<file path="src/sv/kit_pkg.sv">
`timescale 1ns / 1ps

package kit_pkg;

  localparam int FUNC_W   = 2;
  localparam int KIND_W   = 4;
  localparam int PAYLD_W  = 56;
  localparam int EID_W    = 7;
  localparam int STAT_W   = 2;
  localparam int RID_W    = 6;
  localparam int CNT_W    = 7;
  localparam int IN_DW    = 72;
  localparam int OUT_DW   = 16;

  localparam int IN_KIND_LSB  = 0;
  localparam int IN_PAYLD_LSB = 4;
  localparam int IN_CB_BIT    = 60;
  localparam int IN_EID_LSB   = 61;

  localparam logic [FUNC_W-1:0] FN_REGISTER = 2'd0;
  localparam logic [FUNC_W-1:0] FN_INV_ID   = 2'd1;
  localparam logic [FUNC_W-1:0] FN_INV_KEY  = 2'd2;
  localparam logic [FUNC_W-1:0] FN_QUERY    = 2'd3;

  localparam logic [STAT_W-1:0] STAT_OK    = 2'd0;
  localparam logic [STAT_W-1:0] STAT_FULL  = 2'd1;
  localparam logic [STAT_W-1:0] STAT_RANGE = 2'd2;
  localparam logic [STAT_W-1:0] STAT_NONE  = 2'd3;

  typedef enum logic [2:0] {
    ST_IDLE,
    ST_REG,
    ST_ONE,
    ST_SCAN,
    ST_FLUSH
  } state_t;

  typedef struct packed {
    logic [STAT_W-1:0] status;
    logic [RID_W-1:0]  result_id;
    logic              is_valid_bit;
    logic              notify;
    logic [CNT_W-1:0]  active_entries;
  } res_t;

endpackage

</file>
<file path="src/sv/keyed_invalidation_table.sv">
`timescale 1ns / 1ps

// Append-only table of keyed entries held in one synchronous memory with a single
// read and a single write port. One transaction is worked on at a time. A register
// transaction writes its new entry, invalidate-by-id reads the entry and then writes
// a valid one back cleared, query only reads the entry, and invalidate-by-key scans
// the entries, reading one entry per cycle through the single read port unless a
// stalled result stream holds the block in the state that needs the output register.
// The results of a key invalidate come out in ascending id order, the last one marked
// by out_tlast. The memory needs no clearing after reset: only entries below the
// registered count are ever used.
module keyed_invalidation_table #(
  parameter int MAX_ENTRIES = 64,
  parameter int KEY_BITS    = 56
) (
  input  logic                         clk,
  input  logic                         rst_n,
  input  logic                         in_tvalid,
  output logic                         in_tready,
  // Fields from bit 0: kind[3:0], payload[59:4], has_callback[60], entry_id[67:61].
  input  logic [kit_pkg::IN_DW-1:0]    in_tdata,
  // Fields from bit 0: func[1:0].
  input  logic [kit_pkg::FUNC_W-1:0]   in_tuser,
  output logic                         out_tvalid,
  input  logic                         out_tready,
  // Fields from bit 0: result_id[5:0], is_valid_bit[6], notify[7], active_entries[14:8].
  output logic [kit_pkg::OUT_DW-1:0]   out_tdata,
  // Fields from bit 0: status[1:0].
  output logic [kit_pkg::STAT_W-1:0]   out_tuser,
  output logic                         out_tlast
);

  localparam int AW       = $clog2(MAX_ENTRIES);
  localparam int EW       = KEY_BITS + 6;
  localparam int KIND_LSB = KEY_BITS;
  localparam int NTF_BIT  = KEY_BITS + 4;
  localparam int VLD_BIT  = KEY_BITS + 5;
  localparam int CW       = kit_pkg::CNT_W;

  logic [EW-1:0] mem [MAX_ENTRIES];

  kit_pkg::state_t state_r, state_nxt;

  logic [kit_pkg::FUNC_W-1:0] func_r;
  logic [kit_pkg::KIND_W-1:0] kind_r;
  logic [KEY_BITS-1:0]        key_r;
  logic                       cb_r;
  logic [kit_pkg::EID_W-1:0]  id_r;
  logic [CW-1:0]              count_r, count_nxt;
  logic [CW-1:0]              active_r, active_nxt;
  logic [AW-1:0]              scan_r, scan_nxt;
  logic                       pend_r, pend_nxt;
  logic [kit_pkg::RID_W-1:0]  pend_id_r, pend_id_nxt;
  logic                       pend_ntf_r, pend_ntf_nxt;
  logic [CW-1:0]              pend_act_r, pend_act_nxt;
  logic [EW-1:0]              rd_data_r;
  logic                       out_valid_r;
  kit_pkg::res_t              out_res_r, out_res_nxt;
  logic                       out_last_r, out_last_nxt;

  logic          in_fire, out_free, out_load;
  logic          rd_en, mem_we;
  logic [AW-1:0] rd_addr, wr_addr;
  logic [EW-1:0] wr_data;
  logic          hit, scan_end, scan_go, id_oor, full;

  assign in_fire  = in_tvalid && in_tready;
  assign in_tready = (state_r == kit_pkg::ST_IDLE);
  assign out_free = !out_valid_r || out_tready;

  assign hit = rd_data_r[VLD_BIT] && (rd_data_r[KIND_LSB +: kit_pkg::KIND_W] == kind_r)
               && (rd_data_r[KEY_BITS-1:0] == key_r);
  assign scan_end = ((CW'(scan_r) + CW'(1)) == count_r);
  assign scan_go  = !(hit && pend_r && !out_free);
  assign id_oor   = (id_r >= count_r);
  assign full     = (count_r >= CW'(MAX_ENTRIES));

  always_comb begin
    state_nxt = state_r;
    case (state_r)
      kit_pkg::ST_IDLE: begin
        if (in_fire) begin
          case (in_tuser)
            kit_pkg::FN_REGISTER: state_nxt = kit_pkg::ST_REG;
            kit_pkg::FN_INV_KEY: begin
              state_nxt = (count_r == '0) ? kit_pkg::ST_FLUSH : kit_pkg::ST_SCAN;
            end
            default: state_nxt = kit_pkg::ST_ONE;
          endcase
        end
      end
      kit_pkg::ST_REG, kit_pkg::ST_ONE: begin
        if (out_free) state_nxt = kit_pkg::ST_IDLE;
      end
      kit_pkg::ST_SCAN: begin
        if (scan_go && scan_end) state_nxt = kit_pkg::ST_FLUSH;
      end
      kit_pkg::ST_FLUSH: begin
        if (out_free) state_nxt = kit_pkg::ST_IDLE;
      end
      default: state_nxt = kit_pkg::ST_IDLE;
    endcase
  end

  always_comb begin
    rd_en        = 1'b0;
    rd_addr      = scan_r;
    mem_we       = 1'b0;
    wr_addr      = scan_r;
    wr_data      = rd_data_r;
    out_load     = 1'b0;
    out_res_nxt  = out_res_r;
    out_last_nxt = 1'b1;
    count_nxt    = count_r;
    active_nxt   = active_r;
    scan_nxt     = scan_r;
    pend_nxt     = pend_r;
    pend_id_nxt  = pend_id_r;
    pend_ntf_nxt = pend_ntf_r;
    pend_act_nxt = pend_act_r;
    case (state_r)
      kit_pkg::ST_IDLE: begin
        scan_nxt = '0;
        pend_nxt = 1'b0;
        if (in_fire) begin
          rd_en = 1'b1;
          rd_addr = (in_tuser == kit_pkg::FN_INV_KEY) ? '0 : in_tdata[kit_pkg::IN_EID_LSB +: AW];
        end
      end
      kit_pkg::ST_REG: begin
        if (out_free) begin
          out_load = 1'b1;
          out_res_nxt = '{status: kit_pkg::STAT_FULL, result_id: '0, is_valid_bit: 1'b0,
                          notify: 1'b0, active_entries: active_r};
          if (!full) begin
            mem_we = 1'b1;
            wr_addr = count_r[AW-1:0];
            wr_data = {1'b1, cb_r, kind_r, key_r};
            count_nxt = count_r + CW'(1);
            active_nxt = active_r + CW'(1);
            out_res_nxt.status = kit_pkg::STAT_OK;
            out_res_nxt.result_id = kit_pkg::RID_W'(count_r);
            out_res_nxt.active_entries = active_r + CW'(1);
          end
        end
      end
      kit_pkg::ST_ONE: begin
        if (out_free) begin
          out_load = 1'b1;
          out_res_nxt = '{status: kit_pkg::STAT_RANGE, result_id: '0, is_valid_bit: 1'b0,
                          notify: 1'b0, active_entries: active_r};
          if (!id_oor) begin
            if (func_r == kit_pkg::FN_QUERY) begin
              out_res_nxt.status = kit_pkg::STAT_OK;
              out_res_nxt.is_valid_bit = rd_data_r[VLD_BIT];
            end else if (!rd_data_r[VLD_BIT]) begin
              out_res_nxt.status = kit_pkg::STAT_NONE;
            end else begin
              mem_we = 1'b1;
              wr_addr = id_r[AW-1:0];
              wr_data[VLD_BIT] = 1'b0;
              active_nxt = active_r - CW'(1);
              out_res_nxt.status = kit_pkg::STAT_OK;
              out_res_nxt.result_id = kit_pkg::RID_W'(id_r);
              out_res_nxt.notify = rd_data_r[NTF_BIT];
              out_res_nxt.active_entries = active_r - CW'(1);
            end
          end
        end
      end
      kit_pkg::ST_SCAN: begin
        if (scan_go) begin
          if (hit) begin
            mem_we = 1'b1;
            wr_data[VLD_BIT] = 1'b0;
            active_nxt = active_r - CW'(1);
            if (pend_r) begin
              out_load = 1'b1;
              out_last_nxt = 1'b0;
              out_res_nxt = '{status: kit_pkg::STAT_OK, result_id: pend_id_r,
                              is_valid_bit: 1'b0, notify: pend_ntf_r,
                              active_entries: pend_act_r};
            end
            pend_nxt = 1'b1;
            pend_id_nxt = kit_pkg::RID_W'(scan_r);
            pend_ntf_nxt = rd_data_r[NTF_BIT];
            pend_act_nxt = active_r - CW'(1);
          end
          if (!scan_end) begin
            scan_nxt = scan_r + AW'(1);
            rd_en = 1'b1;
            rd_addr = scan_r + AW'(1);
          end
        end
      end
      kit_pkg::ST_FLUSH: begin
        if (out_free) begin
          out_load = 1'b1;
          pend_nxt = 1'b0;
          if (pend_r) begin
            out_res_nxt = '{status: kit_pkg::STAT_OK, result_id: pend_id_r, is_valid_bit: 1'b0,
                            notify: pend_ntf_r, active_entries: pend_act_r};
          end else begin
            out_res_nxt = '{status: kit_pkg::STAT_NONE, result_id: '0, is_valid_bit: 1'b0,
                            notify: 1'b0, active_entries: active_r};
          end
        end
      end
      default: begin
        pend_nxt = 1'b0;
      end
    endcase
  end

  always_ff @(posedge clk) begin
    if (mem_we) begin
      mem[wr_addr] <= wr_data;
    end
    if (rd_en) begin
      rd_data_r <= mem[rd_addr];
    end
  end

  always_ff @(posedge clk) begin
    if (!rst_n) begin
      state_r     <= kit_pkg::ST_IDLE;
      count_r     <= '0;
      active_r    <= '0;
      pend_r      <= 1'b0;
      out_valid_r <= 1'b0;
    end else begin
      state_r  <= state_nxt;
      count_r  <= count_nxt;
      active_r <= active_nxt;
      pend_r   <= pend_nxt;
      if (out_load) begin
        out_valid_r <= 1'b1;
      end else if (out_tready) begin
        out_valid_r <= 1'b0;
      end
    end
  end

  always_ff @(posedge clk) begin
    if (in_fire) begin
      func_r <= in_tuser;
      kind_r <= in_tdata[kit_pkg::IN_KIND_LSB +: kit_pkg::KIND_W];
      key_r  <= in_tdata[kit_pkg::IN_PAYLD_LSB +: KEY_BITS];
      cb_r   <= in_tdata[kit_pkg::IN_CB_BIT];
      id_r   <= in_tdata[kit_pkg::IN_EID_LSB +: kit_pkg::EID_W];
    end
    scan_r     <= scan_nxt;
    pend_id_r  <= pend_id_nxt;
    pend_ntf_r <= pend_ntf_nxt;
    pend_act_r <= pend_act_nxt;
    if (out_load) begin
      out_res_r  <= out_res_nxt;
      out_last_r <= out_last_nxt;
    end
  end

  assign out_tvalid = out_valid_r;
  assign out_tuser  = out_res_r.status;
  assign out_tlast  = out_last_r;
  assign out_tdata  = {1'b0, out_res_r.active_entries, out_res_r.notify,
                       out_res_r.is_valid_bit, out_res_r.result_id};

endmodule

</file>
<file path="config.mk">
export PLATFORM = sky130hd
export DESIGN_NAME = keyed_invalidation_table
export DESIGN_NICKNAME = d
export VERILOG_FILES = /design/src/sv/kit_pkg.sv /design/src/sv/keyed_invalidation_table.sv
export SDC_FILE = /design/constraint.sdc
export NUM_CORES = 2
export LEC_CHECK = 0
export BUFFER_PORTS_ARGS = -buffer_cell sky130_fd_sc_hd__buf_2
export CAP_MARGIN = 10
export CORE_ASPECT_RATIO = 1.5
export CORE_MARGIN = 8
export CORE_UTILIZATION = 40
export DETAILED_ROUTE_END_ITERATION = 16
export PLACE_DENSITY = 0.67
export SYNTH_ARGS = -nofsm -noshare
export SYNTH_HDL_FRONTEND = slang
export SYNTH_SLANG_ARGS = --single-unit
</file>
<file path="constraint.sdc">
create_clock -name clk -period 19.5 [get_ports clk]
set_clock_uncertainty 0.15 [all_clocks]
set_input_delay 3.9 -clock clk [delete_from_list [all_inputs] [get_ports clk]]
set_output_delay 3.9 -clock clk [all_outputs]
set_load 0.03 [all_outputs]
</file>
======== After elaboration in Yosys (flattened, before gate mapping) ========
Memories as Yosys holds them, arrays and structs flattened. A register that Yosys moved wholly into a read port is not among the register bits.
Cells that the tools add are included.
cells by class
  add/subtract/negate cells ............... 5
  multipliers ............................. 0
  divide/modulo/power cells ............... 0
  $lt $le $gt $ge ......................... 2
  eq/ne operators ......................... 21
  shifts and indexed selects .............. 0
  mux-type cells .......................... 80
  bitwise operators ....................... 5
  reductions and logical operators ........ 26
operator list
  kind                 count
  $mux 17              8
  $mux 62              2
  $mux 6               12
  $pmux 17 s4          1
  $mux 7               9
  $mux 61              1
  $eq 56x56->1         1
  $pmux 6 s2           3
  $mux 1               28
  $pmux 7 s3           1
  $ne 2x2->1 const B   10
  $mux 8               2
  $reduce_and 8->1     2
  $add 7x1->7 const B  2
  $mux 3               4
  $pmux 1 s3           3
  $pmux 3 s3           1
  $reduce_and 3->1     3
  $add 6x1->7 const B  1
  $eq 7x7->1           1
  $ge 7x7->1           1
  $ge 7x7->1 const B   1
  $logic_not 7->1      1
  $sub 7x1->7 const B  1
  other kinds (22)     40
storage, ports and cells
  register bits after elaboration ......... 127
  latch bits .............................. 0
  RAM bits ................................ 3968
  ROM bits ................................ 0
  input port bits ......................... 78
  output and inout bits ................... 21
  logic and storage cells ................. 160
  memories ................................ 1
memories
  memory  words  bits a word  rd ports  clocked after Yosys merged registers in  wr ports  RTL line                        RTL
  mem     64     62           1         1                                        1         keyed_invalidation_table.sv:40  logic [EW-1:0] mem [MAX_ENTRIES];

======== Depth between registers and ports, before layout ========
  depth after elaboration ................. 9
  mapped depth ............................ 20
  gate-level depth less buffers ........... 13

======== Worst setup path before layout ========
OpenSTA, ideal clock, no wires.
  path kind ............................... input-to-reg
  start ................................... input out_tready
  end ..................................... memory mem[8][0] (netlist name) (enable)
  setup time .............................. 558 ps
  arrival ................................. 10397 ps
  data required time ...................... 18792 ps
  setup slack ............................. 8395 ps
  stages on the path ...................... 7
  path buffers ............................ 1
  cell sequence ........................... nor2b_1 -> clkbuf_1 -> nor4_1 -> a21oi_1 -> a221oi_1 -> nand2_1 -> nor3_1
on the way
  longest elaborated chain between the ends .. 7
  elaborated cells between the ends (all ways) .. 12
  classes of those cells .................. 9 x mux; 3 x reduce/logical
RTL lines
  element                       RTL line                         RTL
  start, declared               keyed_invalidation_table.sv:25   input logic out_tready,
  $logic_or 1x1->1 (*)          keyed_invalidation_table.sv:69   assign out_free = !out_valid_r || out_tready;
  $logic_not 1->1               keyed_invalidation_table.sv:74   assign scan_go = !(hit && pend_r && !out_free);
  $logic_and 1x1->1             keyed_invalidation_table.sv:74
  $mux 1                        keyed_invalidation_table.sv:172  if (scan_go) begin
  $pmux 1 s3                    keyed_invalidation_table.sv:121  case (state_r)
  $mux 1                        keyed_invalidation_table.sv:216  if (mem_we) begin
  $mux 1 (not written as such)  keyed_invalidation_table.sv:217  mem[wr_addr] <= wr_data;
  end, declared                 keyed_invalidation_table.sv:40
Mark *: on every way between the ends. The rest lies on a longest branch, timed or not.

======== Final worst setup path ========
  start ................................... input in_tvalid
  end ..................................... register rd_data_r[40], read port of mem, data pin
on the way
  longest elaborated chain between the ends .. 3
  elaborated cells between the ends (all ways) .. 5
  classes of those cells .................. 4 x mux; 1 x reduce/logical
RTL lines
  element                                          RTL line                         RTL
  start, declared                                  keyed_invalidation_table.sv:18   input logic in_tvalid,
  $logic_and 1x1->1 (*)                            keyed_invalidation_table.sv:67   assign in_fire = in_tvalid && in_tready;
  named net in_fire                                keyed_invalidation_table.sv:61   logic in_fire, out_free, out_load;
  $mux 6 / $mux 1 (equally long branches)          keyed_invalidation_table.sv:125  if (in_fire) begin
  $pmux 6 s2 / $pmux 1 s2 (equally long branches)  keyed_invalidation_table.sv:121
  end, declared                                    keyed_invalidation_table.sv:56   logic [EW-1:0] rd_data_r;
Mark *: on every way through the listed nets, which the timed path passes. The rest lies on a longest branch.
A chain may end at the register's enable or synchronous reset.

==> impl_metrics.env <==
export IMPL_dp_cells=15000
export IMPL_p_switching_w=0.00721
export IMPL_drt_total_wl_mm=520
export IMPL_p_clk_share_pct=31.4
export IMPL_seqPwrFrac_pct=46.6
export IMPL_min_path_type="flip-flop to flip-flop"
export IMPL_post_cts_resize_count=0
export IMPL_drv_slew=0
export IMPL_worstSetupPathType="primary input to flip-flop"
export IMPL_clockRootBuffer="clkbuf_16"
export IMPL_switching_share_pct=30.3
export IMPL_vias_per_cell=6.20
export IMPL_placed_area_sq_mm=0.172
export IMPL_netlist_area_leader_share_pct=75.7
export IMPL_rows=288
export IMPL_die_height_microns=800
export IMPL_finalHoldViolations=0
export IMPL_timing_final_crit_share_pct=53.4
export IMPL_synth_top_family_by_area="multiplexers"
export IMPL_fp_dieArea_sq_mm=0.431
export IMPL_endpoint_kind="flip-flop"
export IMPL_cts_hold_buf=0
export IMPL_drive_above_1_share_pct=13.9
export IMPL_synth_async_reset_ratio_pct=0
export IMPL_synth_area_leader_cell="edfxtp_1"
export IMPL_core_sq_mm=0.409
export IMPL_area_growth_synth_to_final_pct=12.2
export IMPL_setup_viol_count_final=0
export IMPL_drt_iter0_drc=15100
export IMPL_grt_usage_pct=23.0
export IMPL_final_cells=15700
export IMPL_timing_rr_start="key_r[14]"
export IMPL_power_frac_comb_pct=22.0
export IMPL_nets=10100
export IMPL_rsz0062_at_grt="false"
export IMPL_p_per_area_mw_per_mm2=129
export IMPL_start_util_pct=40.1
export IMPL_ff2ff_setup_slack_ns=10.72
export IMPL_start_kind="primary input"
export IMPL_grt_pass1_wl_mm=714
export IMPL_gp_congestion=0.874
export IMPL_drtAntennaViolNets=0
export IMPL_synth_compound_area_share_pct=4.79
export IMPL_clkTransAtPathRegs_ns=0.06
export IMPL_numCtsBuffers=374
export IMPL_peakVddDrop_mv=0.0921
export IMPL_synth_xor_area_share_pct=0.400
export IMPL_r2r_cells=14
export IMPL_synthTopCellsByArea="edfxtp_1 (76%), mux2i_1 (5.1%), mux4_2 (4.5%)"
export IMPL_cts_tree="built"
export IMPL_slew_limit_headroom_pct=5.20
export IMPL_synth_edf_count=4138
export IMPL_synth_cell_types=89
export IMPL_cp_startpoint="in_tvalid"
export IMPL_status="finished clean"
export IMPL_worstPathMaxFanout=113
export IMPL_tns_ns=0
export IMPL_grt_pass1_vias=94300
export IMPL_drc_errors=0
export IMPL_place_hpwl_mm=270
export IMPL_endpoint="rd_data_r[40]"
export IMPL_worst_pin_slew_ns=1.42
export IMPL_synthMuxAreaShare_pct=9.55
export IMPL_yosys_area_share_simple_pct=7.33
export IMPL_wl_met3_mm=62.5
export IMPL_antenna_found_initial=18
export IMPL_drv_cap=0
export IMPL_syn_area_per_cell_sq_um=16.6
export IMPL_final_area_sq_mm=0.184
export IMPL_crit_arrival_ns=10.95
export IMPL_cts_num_sinks=4157
export IMPL_yosys_area_share_adder_pct=0.0915
export IMPL_leakage_nw=59.5
export IMPL_synthCells=9864
export IMPL_clockBufferDepth=4
export IMPL_top_layer="met5"
export IMPL_fillers=34600
export IMPL_io_pins=99
export IMPL_ys_ff_latch=4157
export IMPL_clk_latency_ns=1.01
export IMPL_num_vias=97600
export IMPL_yosysSeqAreaShare_pct=76.0
export IMPL_grt_overflow_total=0
export IMPL_reg2reg_to="rd_data_r[22]"
export IMPL_netlist_area_sq_mm=0.164
export IMPL_critPathRequiredTime_ns=20.05
export IMPL_grt_start_max_net_pins=152
export IMPL_synth_warnings=0
export IMPL_io_buffers=93
export IMPL_synth_flop_cell="edfxtp_1"
export IMPL_syn_nets=9954
export IMPL_max_freq_mhz=96.1
export IMPL_wl_met1_mm=176
export IMPL_detail_route_wl_per_cell_microns=33.0
export IMPL_worst_hold_slack_ns=0.394
export IMPL_postCtsSetupBuffers=0
export IMPL_min_period_ns=10.41
export IMPL_met2_length_mm=239
export IMPL_p_int_w=0.0166
export IMPL_dr_pass1_iters=6
export IMPL_die_w_microns=539
export IMPL_htreeDepth=5
-- power by group through the flow --
stage | Clock, W | Combinational (W) | Sequential [W]
floorplan | 0 | 0.00337 | 0.0113
global placement | 0 | 0.00496 | 0.0113
detailed placement | 0 | 0.00511 | 0.0113
CTS | 0.00753 | 0.00513 | 0.0111
global route | 0.00784 | 0.00548 | 0.0111
finish | 0.00748 | 0.00525 | 0.0111
-- state kept, by name, summed over array words and instances (netlist names), 2 cells and up --
signal and cells:
active_r 7, count_r 7, func_r 2, id_r 7, key_r 56, kind_r 4, mem 3968, out_tdata 15
out_tuser 2, pend_act_r 7, pend_id_r 6, rd_data_r 62, scan_r 6, state_r 3
-- worst min path at each step --
| stage | startpoint | endpoint | slack, ns | depth (start not counted) |
|---|---|---|---|---|
| 2_1_floorplan | scan_r[4] | pend_id_r[4] | 0.27 | 0 |
| 6_report | pend_ntf_r | out_tdata[7] | 0.39 | 1 |
| 3_3_place_gp | pend_ntf_r | out_tdata[7] | 0.39 | 1 |
| 3_5_place_dp | pend_ntf_r | out_tdata[7] | 0.39 | 1 |
| 5_1_grt | pend_ntf_r | out_tdata[7] | 0.40 | 1 |
| 4_1_cts | pend_ntf_r | out_tdata[7] | 0.40 | 1 |
-- kinds of logic after synthesis --
family                     after synthesis
other                                    1
and+or+nand+nor                       2698
DFF                                   4157
adders and majority gates               12
buffers and inverters                  645
AOI/OAI and AO/OA                     1117
muxes                                 1159
xor gates and xnor gates                75
-- metrics by stage --
step                      worst slack, ns  total power, W  utilization, %
after floorplan                      8.39          0.0146               -
after global placement               8.18          0.0162            42.0
after detailed placement             8.09          0.0164            42.0
after CTS                            9.18          0.0237            45.0
after global routing                 8.81          0.0244            45.0
final                                9.09          0.0238            45.0
-- cells in the mapped netlist (20+ instances only) --
| cell type | number |
|---|---|
| inv_1 | 23 |
| a32oi_1 | 45 |
| o211ai_1 | 75 |
| a311oi_1 | 24 |
| clkbuf_1 | 251 |
| nor2_1 | 78 |
| o21ai_0 | 55 |
| nand4_1 | 67 |
| or3_1 | 44 |
| or4_1 | 20 |
| a31oi_1 | 46 |
| a21oi_1 | 321 |
| a311o_1 | 22 |
| xnor2_1 | 68 |
| o21a_1 | 28 |
| buf_6 | 22 |
| nor3_1 | 279 |
| nor2b_1 | 20 |
| mux4_2 | 325 |
| a22oi_1 | 182 |
| a221oi_1 | 36 |
| mux2i_1 | 831 |
| a31o_2 | 25 |
| buf_2 | 260 |
| a22o_1 | 30 |
| a211oi_1 | 34 |
| o41ai_1 | 77 |
| buf_1 | 42 |
| nand3_1 | 546 |
| o22ai_1 | 32 |
| nand2b_1 | 23 |
| nand2_1 | 1516 |
| buf_4 | 45 |
| and3_1 | 34 |
| edfxtp_1 | 4138 |
-- cell usage in the layout (no fill, tap or decap), drive strengths merged, types with 67 or more instances in the layout --
master,count
nor3,287
nand2,1517
o41ai,77
clkbuf,438
a21oi,321
xnor2,68
nand3,547
clkinv,173
a22oi,184
nor2,80
mux2i,831
mux4,325
buf,428
o211ai,76
edfxtp,4138
nand4,67
-- cell type report --
cell class | count | area, sq um | share of cell area, %
clock inverters | 249 | 2600 | 1.41
repair buffers | 428 | 3240 | 1.76
multi-input cells | 5062 | 37100 | 20.2
diodes | 9 | 22.5 | 0.0122
well taps | 5365 | 6710 | 3.65
inverters | 24 | 92.6 | 0.0503
flip-flops and latches | 4157 | 125000 | 67.7
clock buffers | 438 | 9680 | 5.26
-- metal layers --
metal	GRT usage (%)	vias up
li1	-	39100
met1	28.0	49600
met2	36.8	7147
met3	5.40	1768
met4	14.8	6
met5	0	-
-- critical path, cell delays in order --
cell	delay (ns)
buf_2	0.13
or4b_1	0.45
inv_4	0.28
buf_4	0.40
nand3_1	0.23
a21o_1	0.15
a21oi_1	0.04
mux2_1	0.36
a211oi_4	0.21
buf_12	0.58
buf_4	0.83
buf_4	0.65
buf_4	0.62
mux4_2	0.57
a22oi_1	0.25
nand3_1	0.29
or4_1	0.74
No activity file was read; power rests on OpenSTA's default activity.
